## src/sv/dclsc_pkg.sv

```systemverilog
// Package for the dual channel load set-point controller.
// Holds field widths, fixed-point gains and stream widths.
// No dependencies.
`timescale 1ns / 1ps
`default_nettype none

package dclsc_pkg;

	localparam int LEVEL_STEPS_DEF = 120;

	localparam int LEVEL_W = 7;
	localparam int CODE_W  = 8;
	localparam int ADC_W   = 10;
	localparam int ADC_MAX = 1023;
	localparam int DAC_W   = 12;

	localparam logic [DAC_W-1:0] DAC_MAX = 12'hfff;

	localparam int CUR_GAIN = 4914;
	localparam int PWR_GAIN = 25135110;
	localparam int V_SCALE  = 15;

	localparam int NUM_W = 32;

	localparam int IN_TDATA_W  = 32;
	localparam int OUT_TDATA_W = 48;

endpackage

`default_nettype wire

```

## src/sv/dual_channel_load_setpoint_controller_unit.sv

```systemverilog
// Dual channel load set-point controller: command decode, per-channel state
// and a shared restoring divider that turns set levels and ADC readings into DAC codes.
// Depends on dclsc_pkg.
//
// channel | dir | tdata (low bit first)                         | tuser
// s_      | in  | command[7:0] adc_ch0[17:8] adc_ch1[27:18]       | mode
// m_      | out | dac_ch0 dac_ch1 pm0 pm1 level0 level1 sync_on    | dac_update
//
// A command item passes from acceptance through S_HOLD to a result in the output register.
// A sample item passes, per channel, through S_LOAD and up to 13 divider steps in S_DIV
// in the one shared compare/subtract unit, then through S_HOLD to hand over the result.
// s_tready is high only while no item is in work; a stalled result keeps the item in S_HOLD
// and holds off the next item. Reset sets both channels to current mode, level 0, sync off.
`timescale 1ns / 1ps
`default_nettype none

module dual_channel_load_setpoint_controller_unit #(
	parameter int LEVEL_STEPS = dclsc_pkg::LEVEL_STEPS_DEF
) (
	input  wire logic                               clk,
	input  wire logic                               arst_n,
	input  wire logic                               s_tvalid,
	output logic                                    s_tready,
	// command[7:0], adc_ch0[17:8], adc_ch1[27:18], zero fill
	input  wire logic [dclsc_pkg::IN_TDATA_W-1:0]   s_tdata,
	// mode
	input  wire logic                               s_tuser,
	output logic                                    m_tvalid,
	input  wire logic                               m_tready,
	// dac_ch0[11:0], dac_ch1[23:12], power_mode_ch0[24], power_mode_ch1[25],
	// level_ch0[32:26], level_ch1[39:33], sync_on[40], zero fill
	output logic [dclsc_pkg::OUT_TDATA_W-1:0]       m_tdata,
	// dac_update
	output logic                                    m_tuser
);

	localparam int LEVEL_W  = dclsc_pkg::LEVEL_W;
	localparam int CODE_W   = dclsc_pkg::CODE_W;
	localparam int ADC_W    = dclsc_pkg::ADC_W;
	localparam int DAC_W    = dclsc_pkg::DAC_W;
	localparam int NUM_W    = dclsc_pkg::NUM_W;
	localparam int DEN_GAIN = LEVEL_STEPS * dclsc_pkg::V_SCALE;
	localparam int DEN_W    = $clog2(DEN_GAIN * dclsc_pkg::ADC_MAX + 1);
	localparam int DSH_W    = DEN_W + DAC_W;
	localparam int CMP_W    = (NUM_W > DSH_W) ? NUM_W : DSH_W;
	localparam int CNT_W    = $clog2(DAC_W + 1);
	localparam int PAD_W    = dclsc_pkg::OUT_TDATA_W - 2 * DAC_W - 2 - 2 * LEVEL_W - 1;

	localparam logic [CODE_W-1:0] CODE_ZERO     = '0;
	localparam logic [CODE_W-1:0] CODE_STEPS    = CODE_W'(LEVEL_STEPS);
	localparam logic [CODE_W-1:0] CODE_POWER    = CODE_W'(LEVEL_STEPS + 1);
	localparam logic [CODE_W-1:0] CODE_CURRENT  = CODE_W'(LEVEL_STEPS + 3);
	localparam logic [CODE_W-1:0] CODE_SYNC_ON  = CODE_W'(LEVEL_STEPS + 5);
	localparam logic [CODE_W-1:0] CODE_SYNC_OFF = CODE_W'(LEVEL_STEPS + 7);

	localparam logic [CNT_W-1:0] CNT_SAT = CNT_W'(DAC_W);

	typedef enum logic [1:0] {
		S_IDLE,
		S_LOAD,
		S_DIV,
		S_HOLD
	} state_t;

	state_t                        state_q;
	logic                          pm_q    [2];
	logic [LEVEL_W-1:0]            level_q [2];
	logic                          sync_q;
	logic [ADC_W-1:0]              adc_q   [2];
	logic [DAC_W-1:0]              dac_q   [2];
	logic                          upd_q;
	logic                          ch_q;
	logic [NUM_W-1:0]              rem_q;
	logic [DSH_W-1:0]              dsh_q;
	logic [DAC_W-1:0]              quo_q;
	logic [CNT_W-1:0]              cnt_q;
	logic                          m_tvalid_q;
	logic [dclsc_pkg::OUT_TDATA_W-1:0] m_tdata_q;
	logic                          m_tuser_q;

	logic                          nxt_pm    [2];
	logic [LEVEL_W-1:0]            nxt_level [2];
	logic                          nxt_sync;
	logic [CODE_W-1:0]             code;
	logic                          ch_sel;
	logic                          hit;

	logic [LEVEL_W-1:0]            lvl_sel;
	logic                          pm_sel;
	logic [ADC_W-1:0]              adc_sel;
	logic [NUM_W-1:0]              gain_sel;
	logic [NUM_W-1:0]              num_load;
	logic [DEN_W-1:0]              den_load;
	logic                          ge;
	logic [DAC_W-1:0]              quo_next;
	logic                          accept;

	assign accept   = s_tvalid && s_tready;
	assign s_tready = (state_q == S_IDLE);
	assign m_tvalid = m_tvalid_q;
	assign m_tdata  = m_tdata_q;
	assign m_tuser  = m_tuser_q;

	always_comb begin
		code     = {1'b0, s_tdata[CODE_W-2:0]};
		ch_sel   = s_tdata[CODE_W-1];
		nxt_sync = sync_q;
		hit      = 1'b0;
		if (code == CODE_SYNC_ON) begin
			nxt_sync = 1'b1;
		end else if (code == CODE_SYNC_OFF) begin
			nxt_sync = 1'b0;
		end
		for (int c = 0; c < 2; c++) begin
			nxt_pm[c]    = pm_q[c];
			nxt_level[c] = level_q[c];
			hit = (ch_sel == 1'(c)) || sync_q;
			if (hit && code != CODE_SYNC_ON && code != CODE_SYNC_OFF) begin
				if (code != CODE_ZERO && code < CODE_STEPS) begin
					nxt_level[c] = code[LEVEL_W-1:0];
				end else if (code == CODE_POWER) begin
					nxt_pm[c]    = 1'b1;
					nxt_level[c] = '0;
				end else if (code == CODE_CURRENT) begin
					nxt_pm[c]    = 1'b0;
					nxt_level[c] = '0;
				end else if (code == CODE_ZERO) begin
					nxt_level[c] = '0;
				end
			end
		end
	end

	always_comb begin
		lvl_sel  = level_q[ch_q];
		pm_sel   = pm_q[ch_q];
		adc_sel  = adc_q[ch_q];
		gain_sel = pm_sel ? NUM_W'(dclsc_pkg::PWR_GAIN) : NUM_W'(dclsc_pkg::CUR_GAIN);
		num_load = NUM_W'(NUM_W'(lvl_sel) * gain_sel);
		den_load = pm_sel ? DEN_W'(DEN_W'(DEN_GAIN) * DEN_W'(adc_sel))
		                  : DEN_W'(LEVEL_STEPS);
		ge       = CMP_W'(rem_q) >= CMP_W'(dsh_q);
		quo_next = {quo_q[DAC_W-2:0], ge};
	end

	always_ff @(posedge clk or negedge arst_n) begin
		if (!arst_n) begin
			state_q    <= S_IDLE;
			pm_q[0]    <= 1'b0;
			pm_q[1]    <= 1'b0;
			level_q[0] <= '0;
			level_q[1] <= '0;
			sync_q     <= 1'b0;
			adc_q[0]   <= '0;
			adc_q[1]   <= '0;
			dac_q[0]   <= '0;
			dac_q[1]   <= '0;
			upd_q      <= 1'b0;
			ch_q       <= 1'b0;
			rem_q      <= '0;
			dsh_q      <= '0;
			quo_q      <= '0;
			cnt_q      <= '0;
			m_tvalid_q <= 1'b0;
			m_tdata_q  <= '0;
			m_tuser_q  <= 1'b0;
		end else begin
			if (m_tready && state_q != S_HOLD) begin
				m_tvalid_q <= 1'b0;
			end
			unique case (state_q)
				S_IDLE: begin
					if (accept) begin
						adc_q[0] <= s_tdata[CODE_W +: ADC_W];
						adc_q[1] <= s_tdata[CODE_W + ADC_W +: ADC_W];
						upd_q    <= s_tuser;
						ch_q     <= 1'b0;
						dac_q[0] <= '0;
						dac_q[1] <= '0;
						if (s_tuser) begin
							state_q <= S_LOAD;
						end else begin
							pm_q[0]    <= nxt_pm[0];
							pm_q[1]    <= nxt_pm[1];
							level_q[0] <= nxt_level[0];
							level_q[1] <= nxt_level[1];
							sync_q     <= nxt_sync;
							state_q    <= S_HOLD;
						end
					end
				end
				S_LOAD: begin
					if (pm_sel && lvl_sel == '0) begin
						dac_q[ch_q] <= '0;
						ch_q        <= 1'b1;
						state_q     <= ch_q ? S_HOLD : S_LOAD;
					end else if (pm_sel && adc_sel == '0) begin
						dac_q[ch_q] <= dclsc_pkg::DAC_MAX;
						ch_q        <= 1'b1;
						state_q     <= ch_q ? S_HOLD : S_LOAD;
					end else begin
						rem_q   <= num_load;
						dsh_q   <= {den_load, DAC_W'(0)};
						quo_q   <= '0;
						cnt_q   <= CNT_SAT;
						state_q <= S_DIV;
					end
				end
				S_DIV: begin
					if (cnt_q == CNT_SAT && ge) begin
						dac_q[ch_q] <= dclsc_pkg::DAC_MAX;
						ch_q        <= 1'b1;
						state_q     <= ch_q ? S_HOLD : S_LOAD;
					end else begin
						if (ge) begin
							rem_q <= rem_q - NUM_W'(dsh_q);
						end
						dsh_q <= dsh_q >> 1;
						quo_q <= quo_next;
						cnt_q <= cnt_q - CNT_W'(1);
						if (cnt_q == '0) begin
							dac_q[ch_q] <= quo_next;
							ch_q        <= 1'b1;
							state_q     <= ch_q ? S_HOLD : S_LOAD;
						end
					end
				end
				S_HOLD: begin
					if (!m_tvalid_q || m_tready) begin
						m_tvalid_q <= 1'b1;
						m_tuser_q  <= upd_q;
						m_tdata_q  <= {PAD_W'(0), sync_q, level_q[1], level_q[0],
						               pm_q[1], pm_q[0], dac_q[1], dac_q[0]};
						state_q    <= S_IDLE;
					end
				end
				default: begin
					state_q <= S_IDLE;
				end
			endcase
		end
	end

	a_sample_starts_load: assert property (@(posedge clk) disable iff (!arst_n)
		accept && s_tuser |=> state_q == S_LOAD)
		else $error("sample transaction did not start the divider");

	a_cmd_zero_dac: assert property (@(posedge clk) disable iff (!arst_n)
		m_tvalid && !m_tuser |-> m_tdata[2*DAC_W-1:0] == '0)
		else $error("command result carries nonzero DAC codes");

	a_level_range: assert property (@(posedge clk) disable iff (!arst_n)
		level_q[0] < CODE_STEPS[LEVEL_W-1:0] && level_q[1] < CODE_STEPS[LEVEL_W-1:0])
		else $error("set level out of range");

	a_div_nonzero: assert property (@(posedge clk) disable iff (!arst_n)
		state_q == S_DIV |-> dsh_q != '0)
		else $error("divider running with zero divisor");

	a_state_frozen_in_sample: assert property (@(posedge clk) disable iff (!arst_n)
		state_q == S_DIV |=> $stable(level_q[0]) && $stable(level_q[1]) && $stable(sync_q))
		else $error("channel state changed during a sample");

endmodule

`default_nettype wire

```

## config.mk

```make
export PLATFORM = sky130hd
export DESIGN_NAME = dual_channel_load_setpoint_controller_unit
export DESIGN_NICKNAME = d
export VERILOG_FILES = /design/src/sv/dclsc_pkg.sv /design/src/sv/dual_channel_load_setpoint_controller_unit.sv
export SDC_FILE = /design/constraint.sdc
export NUM_CORES = 1
export LEC_CHECK = 0
export BUFFER_PORTS_ARGS = -buffer_cell sky130_fd_sc_hd__buf_2
export CAP_MARGIN = 30
export CELL_PAD_IN_SITES_DETAIL_PLACEMENT = 0
export CELL_PAD_IN_SITES_GLOBAL_PLACEMENT = 1
export CORE_ASPECT_RATIO = 1.75
export CORE_MARGIN = 1
export CORE_UTILIZATION = 53
export CTS_BUF_LIST = sky130_fd_sc_hd__clkbuf_16
export CTS_CLUSTER_DIAMETER = 200
export CTS_CLUSTER_SIZE = 14
export DETAILED_ROUTE_END_ITERATION = 6
export HOLD_SLACK_MARGIN = 0.05
export PLACE_DENSITY_LB_ADDON = 0.1
export SKIP_CTS_REPAIR_TIMING = 1
export SLEW_MARGIN = 20
export SYNTH_ARGS = -nofsm -noshare
export SYNTH_HDL_FRONTEND = slang
export SYNTH_SLANG_ARGS = --single-unit
```

## constraint.sdc

```tcl
create_clock -name clk -period 10.11 [get_ports clk]
set_input_delay 3.033 -clock clk [delete_from_list [all_inputs] [get_ports clk]]
set_output_delay 3.033 -clock clk [all_outputs]
set_load 0.02 [all_outputs]
```

==> summary.md, run 1 <==
| Metric | Value |
|---|---|
| Final sum of negative setup slack | 0 ns |
| CTS H-Tree Depth | 4 |
| Post-synthesis to final-layout area growth | 8.15% |
| Number of hold-slack violations in the final timing report | 0 |
| Number of optimization iterations in the first detailed-route pass | 5 |
| DRT Wirelength | ~37000 um |
| Top layer reached by signal wires | met4 |
| Per-cell routed wire length | between 15 and 20 um |
| Launch instance of the worst register-to-register path | ch_q$_DFFE_PN0P_ |
| Global-route usage over all layers | 27.2% |
| Worst slack at placement | about 2.7 ns |
| Share of synthesized area spent on multiplexers | under 10% |
| Wire length of the first global-routing pass | between 60000 and 70000 um |
| Max Cap Violations | 0 |
| Synthesized-area fraction occupied by and/or/nand/nor cells | 12.6% |
| Kind of start point of the critical path | flop |
| Startpoint-to-endpoint class of the critical path | reg -> reg |
| Total via count after detailed routing | about 12000 |
| TritonCTS Sinks | approximately 190 |
| Final antenna-violating net count | 0 |
| Post-layout worst setup margin | ~2.6 ns |
| Maximum achievable frequency | ~0.13 GHz |
| Filler cells | approximately 2600 |
| Initial Util | a little over half |
| Total CTS buffers | 17 |
| Startpoint of the most critical setup path | ch_q$_DFFE_PN0P_ |
| Leading cell type in the layout, fill and taps excluded | sky130_fd_sc_hd__dfrtp_1 |
| Fin. max-slew vios | 0 |
| Dominant synthesized flop cell | sky130_fd_sc_hd__dfrtp_1 |
| Compound-gate portion of the synthesized area | 18.9% |
| Post-synthesis register bit count | 188 |
| Non-Filler Cell Area, Final | ~16000 um^2 |
| Worst path arrival time | about 8 ns |
| Synth unique cells | 79 |
| Residual DRC | 0 |
| Global route total overflow | 0 |
| Count of flip-flops with a built-in enable after synthesis | 0 |
| Worst-skew pair later-pin latency | approximately 0.45 ns |
| CP max FO | 12 |
| Worst Hold Launch | dsh_q[11]$_DFFE_PN0P_ |
| Nature of the critical path endpoint | flop |
| Die Span Y | ~220 um |
| Synthesis warning total | 0 |
| Total placed instance area | between 15000 and 20000 um^2 |
| Required arrival time at the worst endpoint | around 10 ns |
| Via/cell ratio | 5.68 |
| Highest-count cells in the layout ignoring fill and taps | sky130_fd_sc_hd__dfrtp_1 (188), sky130_fd_sc_hd__inv_1 (176), sky130_fd_sc_hd__nand2_1 (153), sky130_fd_sc_hd__ha_1 (153), sky130_fd_sc_hd__nor2_1 (104) |
| Result of the run | finished, final reports clean |
| Share of flip-flops with an asynchronous set or reset | 100% |
| Total half-perimeter wirelength after legalization and detailed placement | ~29000 um |
| Xor and xnor fraction of the mapped netlist area | under 10% |
| Multi-input gate area in the final layout | 9310 um^2 |
| Period minus WS final | 7.47 ns |
| Largest family of logic cells by synthesized area | adder cells |
| Core ar. | between 20000 and 30000 um^2 |
| Routability-driven placement congestion ratio | 0.909 |
| Max_slew headroom | about a third |
| Proportion of layout cells with a drive suffix above 1 | approximately an eighth |
| DRT met1 WL | around 15000 um |
| Number of buffers on the longest clock path | 2 |
| Die Outline Area | a little under 30000 um^2 |
| Portion of the post-synthesis area used by sequential elements | 31.3% |
| Area of the mapped netlist | around 15000 um^2 |
| Number of antenna violations at the first check in global routing | 0 |
| Share of the cycle needed by the critical path after routing | roughly 74% |
| FF/Latch Area | about 4700 um^2 |
| Largest net degree at the start of global routing | about 100 |
| Clock-pin slew on the worst setup and hold paths | 0.07 ns |
| Number of nets in the layout | between 1500 and 2000 |
| Worst-case clock skew | ~0.013 ns |
| Count of buffers from port buffering | 76 |
| Core Rows | 81 |
| Master cell of the clock root buffer | sky130_fd_sc_hd__clkbuf_16 |
| Setup repair after global routing missed its margin | false |
| Final setup viols | 0 |
| Detailed-routed wire length on met3 | 654 um |
| Width of the die | ~130 um |
| Ant. Diodes | 0 |
| Mean post-synth cell area | between 9 and 10 um^2 |
| Type of the worst min-delay path | reg -> reg |
| I/O pins | 88 |
| Cells after synthesis | 1632 |
| Clock tree from TritonCTS | built |
| Share of synthesized cell area in full adder, half adder and majority cells | about a fifth |
| Worst slew pin tran | between 0.9 and 1 ns |
| Vias in the first global route | 12000 |
| Met2 Routed Length | roughly 21000 um |
| Iter 0 DRT Violations | just under 600 |
stage by stage:
| stage | cells | util, % | hold WS, ns |
|---|---|---|---|
| after floorplan | 1644 | - | 0.445 |
| after global placement | 2027 | 56.1 | 0.459 |
| after detailed placement | 2028 | 56.2 | 0.466 |
| after CTS | 2060 | 58.3 | 0.484 |
| after global routing | 2061 | 58.3 | 0.508 |
| final | 2061 | 58.3 | 0.479 |
synthesized netlist by cell type (5+ instances only):
cell type                   number  area [um^2]
sky130_fd_sc_hd__dfrtp_1       188         4700
sky130_fd_sc_hd__inv_1         176          661
sky130_fd_sc_hd__ha_1          154         1930
sky130_fd_sc_hd__nand2_1       154          578
sky130_fd_sc_hd__nor2_1        104          390
sky130_fd_sc_hd__a21oi_1        95          475
sky130_fd_sc_hd__o21ai_0        90          450
sky130_fd_sc_hd__mux2_2         70          788
sky130_fd_sc_hd__fa_1           57         1140
sky130_fd_sc_hd__clkbuf_1       39          146
sky130_fd_sc_hd__xnor2_1        35          307
sky130_fd_sc_hd__a211oi_1       34          255
sky130_fd_sc_hd__o31ai_1        32          240
sky130_fd_sc_hd__a21o_1         28          210
sky130_fd_sc_hd__nand3_1        25          125
sky130_fd_sc_hd__nor3_1         25          125
sky130_fd_sc_hd__o21a_1         25          188
sky130_fd_sc_hd__xor2_1         22          193
sky130_fd_sc_hd__buf_2          19         95.1
sky130_fd_sc_hd__mux2i_1        16          160
sky130_fd_sc_hd__nand4_1        15         93.8
sky130_fd_sc_hd__o211ai_1       14          105
sky130_fd_sc_hd__and3_1         13         81.3
sky130_fd_sc_hd__or3_1          13         81.3
sky130_fd_sc_hd__o22a_1         12          105
sky130_fd_sc_hd__a2bb2oi_1      11         96.3
sky130_fd_sc_hd__buf_4          11         82.6
sky130_fd_sc_hd__a31oi_1        10         62.6
sky130_fd_sc_hd__nand2b_1       10         62.6
sky130_fd_sc_hd__nor2b_1        10         62.6
sky130_fd_sc_hd__nor4_1          8         50.1
sky130_fd_sc_hd__a221oi_1        7         61.3
sky130_fd_sc_hd__o21ai_1         6         30.0
sky130_fd_sc_hd__o21bai_1        6         45.0
sky130_fd_sc_hd__o41ai_1         6         52.6
sky130_fd_sc_hd__a2111oi_0       5         43.8
sky130_fd_sc_hd__and2_1          5         31.3
sky130_fd_sc_hd__buf_6           5         56.3
sky130_fd_sc_hd__or2_2           5         31.3
cell families (layout without fill, tap and decap cells):
logic type               Yosys count  count (layout)
AO/OA/AOI/OAI                    424             424
AND/OR/NAND/NOR                  408             408
adder cells (fa/ha/maj)          211             211
flip-flops                       188             188
other                              2              14
buffers and inverters            256             300
multiplexers                      86              86
XOR/XNOR                          57              57
layout make-up:
class,instances,share of cell area [%]
multi-input cells,1200,57.3
flip-flops and latches,188,29.0
inverters,177,4.09
repair buffers,91,3.21
well taps,373,2.87
clock buffers,17,2.62
clock inverters,15,0.955
routing by layer:
metal / vias up / GRT usage [%]
met5: - / 0
met4: 0 / 12.0
met3: 67 / 3.02
met2: 152 / 52.2
met1: 5678 / 29.3
li1: 5806 / -
final timing paths:
path / endpoint / slack (ns) / cells after the start
worst max-delay path: rem_q[31]$_DFFE_PN0P_ / 2.64 / 18
worst min-delay path: dsh_q[11]$_DFFE_PN0P_ / 0.48 / 2
worst max register to register: rem_q[31]$_DFFE_PN0P_ / 2.64 / 18
worst min register to register: dsh_q[11]$_DFFE_PN0P_ / 0.48 / 2
max in group asynchronous: m_tdata[24]$_DFFE_PN0P_ / 5.71 / 3
min in group asynchronous: m_tdata[18]$_DFFE_PN0P_ / 2.67 / 1
critical path, cell delays in order, from the launching register on:
cell	delay, ns
sky130_fd_sc_hd__dfrtp_1	0.74
sky130_fd_sc_hd__mux2i_2	0.65
sky130_fd_sc_hd__buf_4	0.35
sky130_fd_sc_hd__nor2_1	0.13
sky130_fd_sc_hd__inv_1	0.25
sky130_fd_sc_hd__fa_1	0.55
sky130_fd_sc_hd__fa_1	0.55
sky130_fd_sc_hd__fa_1	0.51
sky130_fd_sc_hd__fa_1	0.51
sky130_fd_sc_hd__inv_1	0.04
sky130_fd_sc_hd__ha_1	0.37
sky130_fd_sc_hd__nand3_1	0.18
sky130_fd_sc_hd__nor4b_1	0.43
sky130_fd_sc_hd__nor4_1	0.19
sky130_fd_sc_hd__a211oi_1	0.53
sky130_fd_sc_hd__nor3_1	0.10
sky130_fd_sc_hd__a2111oi_0	0.77
sky130_fd_sc_hd__o211ai_1	0.33
sky130_fd_sc_hd__o211ai_1	0.18
registers in the layout, summed over array words and instances (netlist names), 2 cells and up:
name / flops
m_tdata: 41
dsh_q: 33
rem_q: 32
dac_q: 24
adc_q: 20
level_q: 14
quo_q: 11
cnt_q: 4
pm_q: 2
state_q: 2
Power of run 1 is not shown: default switching activity piles up to over one toggle a cycle in this logic, so the estimate is an artifact.
==> inputs of run 2 (changes only) <==
Settings changed: ABC_AREA set to 1, CORE_UTILIZATION 53 to 46.
Clock period 10.11 ns to 7.7 ns, I/O delays scaled along.
==> run 2 against run 1 <==
Compared with the run above:
- sequential cell count unchanged
- design area increased by 7.5%
- first-iteration DRC count increased by 0.87%
- area after synthesis increased by 6.7%
- clock skew increased by 0.0060 ns
- synthesized cell count increased by 35%
- via count increased by 21%
- global-route usage increased by 0.093 points
- critical endpoint is now rem_q[27]$_DFFE_PN0P_
- sequential share of layout area decreased by 2.0 points
- wire length increased by 26%
==> summary.md, run 2 <==
| Metric | Value |
|---|---|
| Post-synthesis to final-layout area growth | 8.89% |
| Filler cells | 3511 (+36%) |
| Dominant synthesized flop cell | sky130_fd_sc_hd__dfrtp_1 |
| Final antenna-violating net count | 0 (unchanged) |
| Residual DRC | 0 (unchanged) |
| Wire length of the first global-routing pass | 74100 um (+22%) |
| Number of nets in the layout | 2501 (+30%) |
| Iter 0 DRT Violations | 582 (+0.87%) |
| CP max FO | 16 (+4) |
| Cell with the most instances after synthesis | sky130_fd_sc_hd__nand2_1 |
| Fin. max-slew vios | 0 (unchanged) |
| Core ar. | 34300 um^2 (+23%) |
| Count of flip-flops with a built-in enable after synthesis | 0 (unchanged) |
| Core Rows | 90 (+11%) |
| Final sum of negative setup slack | 0 ns (unchanged) |
| Proportion of netlist area held by the largest area contributor | 29.3% (-2.0 points) |
| Initial Util | 46.7% (-7.2 points) |
| Worst slew pin tran | 0.952 ns (+0.00639 ns) |
| Highest-count cells in the layout ignoring fill and taps | sky130_fd_sc_hd__nand2_1 (671), sky130_fd_sc_hd__inv_1 (305), sky130_fd_sc_hd__dfrtp_1 (188), sky130_fd_sc_hd__nor2_1 (170), sky130_fd_sc_hd__ha_1 (153) |
| Final setup viols | 0 (unchanged) |
| Ant. Diodes | 0 (unchanged) |
| Max_slew headroom | 36.5% (+1.4 points) |
| Proportion of layout cells with a drive suffix above 1 | 9.49% (-3.3 points) |
| Post-synthesis register bit count | 188 (unchanged) |
| Share of flip-flops with an asynchronous set or reset | 100% (unchanged) |
| Count of buffers from port buffering | 76 (unchanged) |
| Worst-case clock skew | 0.0187 ns (+0.00597 ns) |
| I/O pins | 88 (unchanged) |
| Startpoint-to-endpoint class of the critical path | reg -> reg |
| Kind of start point of the critical path | flop |
| Total CTS buffers | 17 (unchanged) |
| Required arrival time at the worst endpoint | 8.05 ns (-2.42 ns) |
| Area of the mapped netlist | 16000 um^2 (+6.7%) |
| Number of buffers on the longest clock path | 2 (unchanged) |
| Worst slack at placement | 1.21 ns (-1.44 ns) |
| Most numerous cell on the critical path | sky130_fd_sc_hd__inv_1 |
| CTS H-Tree Depth | 4 (unchanged) |
| Period minus WS final | 6.48 ns (-0.987 ns) |
| Width of the die | 143 um (+11%) |
| Global-route usage over all layers | 27.3% (+0.093 points) |
| Routability-driven placement congestion ratio | 0.944 (+3.9%) |
| Leading cell type in the layout, fill and taps excluded | sky130_fd_sc_hd__nand2_1 |
| Portion of the post-synthesis area used by sequential elements | 29.3% (-2.0 points) |
| Global route total overflow | 0 (unchanged) |
| Number of hold-slack violations in the final timing report | 0 (unchanged) |
| Worst path arrival time | 6.83 ns (-1.00 ns) |
| TritonCTS Sinks | 188 (unchanged) |
| Die Span Y | 249 um (+11%) |
| Nature of the critical path endpoint | flop |
| Share of the cycle needed by the critical path after routing | 84.1% (+10 points) |
| Per-cell routed wire length | 17.3 um (-4.4%) |
| Cell accounting for the most synthesized area | sky130_fd_sc_hd__dfrtp_1 |
| Final hold slack | 0.482 ns (+0.00262 ns) |
| Total via count after detailed routing | 14200 (+21%) |
| Synth unique cells | 48 (-39%) |
| Synth cell count leaders | sky130_fd_sc_hd__nand2_1 (672), sky130_fd_sc_hd__inv_1 (306), sky130_fd_sc_hd__dfrtp_1 (188) |
| Result of the run | finished, final reports clean |
| Max Cap Violations | 0 (unchanged) |
| Die Outline Area | 35600 um^2 (+23%) |
| Maximum achievable frequency | 0.154 GHz (+15%) |
| Via/cell ratio | 5.20 (-8.4%) |
| Type of the worst min-delay path | reg -> reg |
| Mean post-synth cell area | 7.29 um^2 (-21%) |
| Number of antenna violations at the first check in global routing | 0 (unchanged) |
| Layout Utilization | 50.8% (-7.5 points) |
| Setup repair after global routing missed its margin | false |
| Master of the slowest instance on the critical path | sky130_fd_sc_hd__dfrtp_1 |
| Number of optimization iterations in the first detailed-route pass | 5 (unchanged) |
| Clock tree from TritonCTS | built |
| Post-layout worst setup margin | 1.22 ns (-1.42 ns) |
| Total half-perimeter wirelength after legalization and detailed placement | 37500 um (+28%) |
| Cells taking the most area after synthesis | sky130_fd_sc_hd__dfrtp_1 (29%), sky130_fd_sc_hd__nand2_1 (16%), sky130_fd_sc_hd__ha_1 (12%), sky130_fd_sc_hd__inv_1 (7.2%), sky130_fd_sc_hd__fa_1 (7.1%) |
| DRT Wirelength | 47200 um (+26%) |
| Clock-pin slew on the worst setup and hold paths | 0.08 ns (about the same) |
| Cells after synthesis | 2200 (+35%) |
| Largest net degree at the start of global routing | 104 (+0.97%) |
| Vias in the first global route | 14200 (+18%) |
| Worst-skew pair later-pin latency | 0.47 ns (+0.02 ns) |
| Flip-flop count of the largest register after layout | 41 (unchanged) |
| Slowest cell delay on critical path | 0.69 ns (-0.08 ns) |
| Master cell of the clock root buffer | sky130_fd_sc_hd__clkbuf_16 |
| Synthesis warning total | 0 (unchanged) |
[run 2: cell families (layout without fill, tap and decap cells)]
logic type      count (synthesis)  after routing  synth area share [%]
compound gates                304            304                  10.1
mux                            53             53                  3.71
buf+inv                       381            435                  9.56
xor+xnor                       20             20                  1.09
fa+ha+maj                     211            211                  19.1
simple gates                 1041           1041                  27.0
other cells                     2             14                0.0468
flops                         188            188                  29.3
[run 2: per-layer routing]
| metal | GRT usage [%] | wire length [um] | vias up |
|---|---|---|---|
| met3 | 2.75 | 1010 | 88 |
| met5 | 0 | 0 | - |
| met1 | 28.6 | 17900 | 6734 |
| li1 | - | - | 7129 |
| met4 | 14.3 | 2290 | 0 |
| met2 | 52.3 | 26000 | 234 |
[run 2: final timing paths]
kind	cells past startpoint	start	slack [ns]	end
max reg2reg	26	ch_q$_DFFE_PN0P_	1.22	rem_q[27]$_DFFE_PN0P_
min in group asynchronous	1	arst_n	1.93	rem_q[22]$_DFFE_PN0P_
min	2	rem_q[23]$_DFFE_PN0P_	0.48	rem_q[23]$_DFFE_PN0P_
min reg2reg	2	rem_q[23]$_DFFE_PN0P_	0.48	rem_q[23]$_DFFE_PN0P_
max	26	ch_q$_DFFE_PN0P_	1.22	rem_q[27]$_DFFE_PN0P_
max in group asynchronous	2	arst_n	4.58	adc_q[13]$_DFFE_PN0P_
[run 2: critical path, delay by kind of cell, from the launching register on]
| family | cells | cell delay, ns |
|---|---|---|
| DFF | 1 | 0.69 |
| buffers and inverters | 7 | 0.94 |
| AOI/OAI and AO/OA | 1 | 0.23 |
| adders and majority gates | 6 | 2.50 |
| and+or+nand+nor | 12 | 2.03 |
[run 2: area by class of cell]
| class | count | area, um^2 | area share [%] |
|---|---|---|---|
| clock buffer | 17 | 425 | 2.44 |
| clock inverter | 15 | 186 | 1.07 |
| inverter | 309 | 1160 | 6.64 |
| multi-input combinational | 1643 | 9860 | 56.5 |
| sequential | 188 | 4700 | 26.9 |
| tap | 460 | 576 | 3.30 |
| timing repair buffer | 94 | 552 | 3.16 |
[run 2: per-stage QoR]
step	area, um^2	std cells
3_3_place_gp	16800	2692
3_5_place_dp	16800	2693
5_1_grt	17500	2726
2_1_floorplan	16100	2212
4_1_cts	17400	2725
6_report	17500	2726
Power of run 2 is left out for the same reason.
==> inputs of run 3 (changes only) <==
Clock period 7.7 ns to 6.2 ns, I/O delays scaled along.
==> run 3 against run 2 <==
Compared with the run above:
- setup slack worse by 0.73 ns
- fmax is 13% higher
- cell count up 0.15%
- design area up 0.22%
- hold slack gained 0.0032 ns
- register-to-register slack lost 0.73 ns
- count of clock-buffer cells in the layout is the same
- global-route usage about the same
- critical endpoint is now rem_q[30]$_DFFE_PN0P_
==> summary.md, run 3 (same netlist as run 2, synthesis figures left out) <==
| Metric | Value |
|---|---|
| Result of the run | finished, final reports clean |
| Wire length of the first global-routing pass | 74400 um (+0.35%) |
| Highest-count cells in the layout ignoring fill and taps | sky130_fd_sc_hd__nand2_1 (671), sky130_fd_sc_hd__inv_1 (306), sky130_fd_sc_hd__dfrtp_1 (188), sky130_fd_sc_hd__nor2_1 (168), sky130_fd_sc_hd__ha_1 (153) |
| Period minus WS final | 5.71 ns (-0.766 ns) |
| Final antenna-violating net count | 0 (unchanged) |
| Fin. max-slew vios | 0 (unchanged) |
| Post-Layout Cell Count | 2730 (+0.15%) |
| Proportion of layout cells with a drive suffix above 1 | 9.69% (+0.20 points) |
| Core ar. | 34300 um^2 (unchanged) |
| TritonCTS Sinks | 188 (unchanged) |
| Global-route usage over all layers | 27.4% (+0.037 points) |
| Layout Utilization | 51.0% (+0.11 points) |
| Worst path arrival time | 6.10 ns (-0.73 ns) |
| Worst Reg2Reg Path Length in Cells | 28 (+7.7%) |
| Routability-driven placement congestion ratio | 0.938 (-0.70%) |
| CTS H-Tree Depth | 4 (unchanged) |
| Via/cell ratio | 5.17 (-0.58%) |
| Leading cell type in the layout, fill and taps excluded | sky130_fd_sc_hd__nand2_1 |
| Number of antenna violations at the first check in global routing | 0 (unchanged) |
| Clock tree from TritonCTS | built |
| Max Cap Violations | 0 (unchanged) |
| Vias in the first global route | 14300 (+0.11%) |
| Worst-case clock skew | 0.0195 ns (+0.000724 ns) |
| I/O pins | 88 (unchanged) |
| Type of the worst min-delay path | reg -> reg |
| Number of optimization iterations in the first detailed-route pass | 5 (unchanged) |
| Max_slew headroom | 35.5% (-0.98 points) |
| Largest net degree at the start of global routing | 104 (unchanged) |
| Worst slack at placement | 0.319 ns (-0.892 ns) |
| Residual DRC | 0 (unchanged) |
| Number of buffers on the longest clock path | 2 (unchanged) |
| Maximum achievable frequency | 0.175 GHz (+13%) |
| Total via count after detailed routing | 14100 (-0.43%) |
| Ant. Diodes | 0 (unchanged) |
| Startpoint-to-endpoint class of the critical path | reg -> reg |
| Count of buffers from port buffering | 76 (unchanged) |
| Worst slew pin tran | 0.967 ns (+0.0147 ns) |
| Initial Util | 46.7% (unchanged) |
| Number of hold-slack violations in the final timing report | 0 (unchanged) |
| Worst-skew pair later-pin latency | 0.46 ns (about the same) |
| Number of nets in the layout | 2505 (+0.16%) |
| Iter 0 DRT Violations | 600 (+3.1%) |
| Die Outline Area | 35600 um^2 (unchanged) |
| DRT Wirelength | 46500 um (-1.3%) |
| Die Span Y | 249 um (unchanged) |
| Post-synthesis to final-layout area growth | 9.14% |
| CP max FO | 17 (+1) |
| Flip-flop count of the largest register after layout | 41 (unchanged) |
| Share of the cycle needed by the critical path after routing | 92.1% (+8.0 points) |
| Launch instance of the worst register-to-register path | ch_q$_DFFE_PN0P_ |
| Instance count after placement with tap cells included | 2697 (+0.15%) |
| Post-layout worst setup margin | 0.488 ns (-0.734 ns) |
| Global route total overflow | 0 (unchanged) |
| FF-to-FF End | rem_q[30]$_DFFE_PN0P_ |
| Startpoint of the most critical setup path | ch_q$_DFFE_PN0P_ |
| Total half-perimeter wirelength after legalization and detailed placement | 37100 um (-0.88%) |
| Critical Path End | rem_q[30]$_DFFE_PN0P_ |
| Width of the die | 143 um (unchanged) |
| Final setup viols | 0 (unchanged) |
| Required arrival time at the worst endpoint | 6.59 ns (-1.46 ns) |
| Core Rows | 90 (unchanged) |
| R2r setup slk | 0.49 ns (-0.73 ns) |
| Per-cell routed wire length | 17.1 um (-1.5%) |
| Master cell of the clock root buffer | sky130_fd_sc_hd__clkbuf_16 |
| Master of the slowest instance on the critical path | sky130_fd_sc_hd__fa_1 |
| Slowest cell delay on critical path | 0.55 ns (-0.14 ns) |
| Kind of start point of the critical path | flop |
| Most numerous cell on the critical path | sky130_fd_sc_hd__inv_1 |
| Clock-pin slew on the worst setup and hold paths | 0.08 ns (about the same) |
| Nature of the critical path endpoint | flop |
| Total CTS buffers | 17 (unchanged) |
[run 3: cell types whose count changed in the layout (fill, tap and decap cells not counted), sizes merged]
cell    previous run  this run
bufinv             0         1
inv              313       315
buf               93        97
clkinv            10         7
[run 3: metal layers]
| metal | track usage [%] | routed length, um |
|---|---|---|
| met5 | 0 | 0 |
| met2 | 51.9 | 25500 |
| met3 | 2.88 | 1120 |
| met4 | 13.9 | 2360 |
| met1 | 29.2 | 17600 |
[run 3: worst max-delay path: cells and delay by family, from the launching register on]
| kind | cells | cell delay, ns |
|---|---|---|
| flip-flops | 1 | 0.38 |
| AO/OA/AOI/OAI | 4 | 0.77 |
| AND/OR/NAND/NOR | 9 | 1.02 |
| buffers and inverters | 9 | 0.93 |
| adder cells (fa/ha/maj) | 6 | 2.55 |
[run 3: worst min-delay path by stage]
stage / startpoint / to / cells past startpoint
2_1_floorplan: rem_q[0]$_DFFE_PN0P_ / rem_q[0]$_DFFE_PN0P_ / 2
3_3_place_gp: rem_q[0]$_DFFE_PN0P_ / rem_q[0]$_DFFE_PN0P_ / 2
3_5_place_dp: dsh_q[31]$_DFFE_PN0P_ / dsh_q[31]$_DFFE_PN0P_ / 2
4_1_cts: rem_q[7]$_DFFE_PN0P_ / rem_q[7]$_DFFE_PN0P_ / 2
5_1_grt: rem_q[9]$_DFFE_PN0P_ / rem_q[9]$_DFFE_PN0P_ / 2
6_report: dsh_q[31]$_DFFE_PN0P_ / dsh_q[31]$_DFFE_PN0P_ / 2
[run 3: per-stage QoR]
| stage | cell area, um^2 | hold slack [ns] | setup TNS, ns |
|---|---|---|---|
| after CTS | 17500 | 0.485 | 0 |
| after detailed placement | 16900 | 0.465 | 0 |
| after global placement | 16800 | 0.459 | 0 |
| after floorplan | 16100 | 0.442 | 0 |
| after global routing | 17500 | 0.504 | -0.0121 |
| final | 17500 | 0.485 | 0 |
[run 3: cell type report]
class                           count  area [um^2]
Fill cell                        3539        16800
Multi-Input combinational cell   1643         9860
Sequential cell                   188         4700
Inverter                          309         1160
Timing Repair Buffer               98          594
Tap cell                          460          576
Clock buffer                       17          425
Clock inverter                     15          174
Power of run 3 is left out for the same reason.
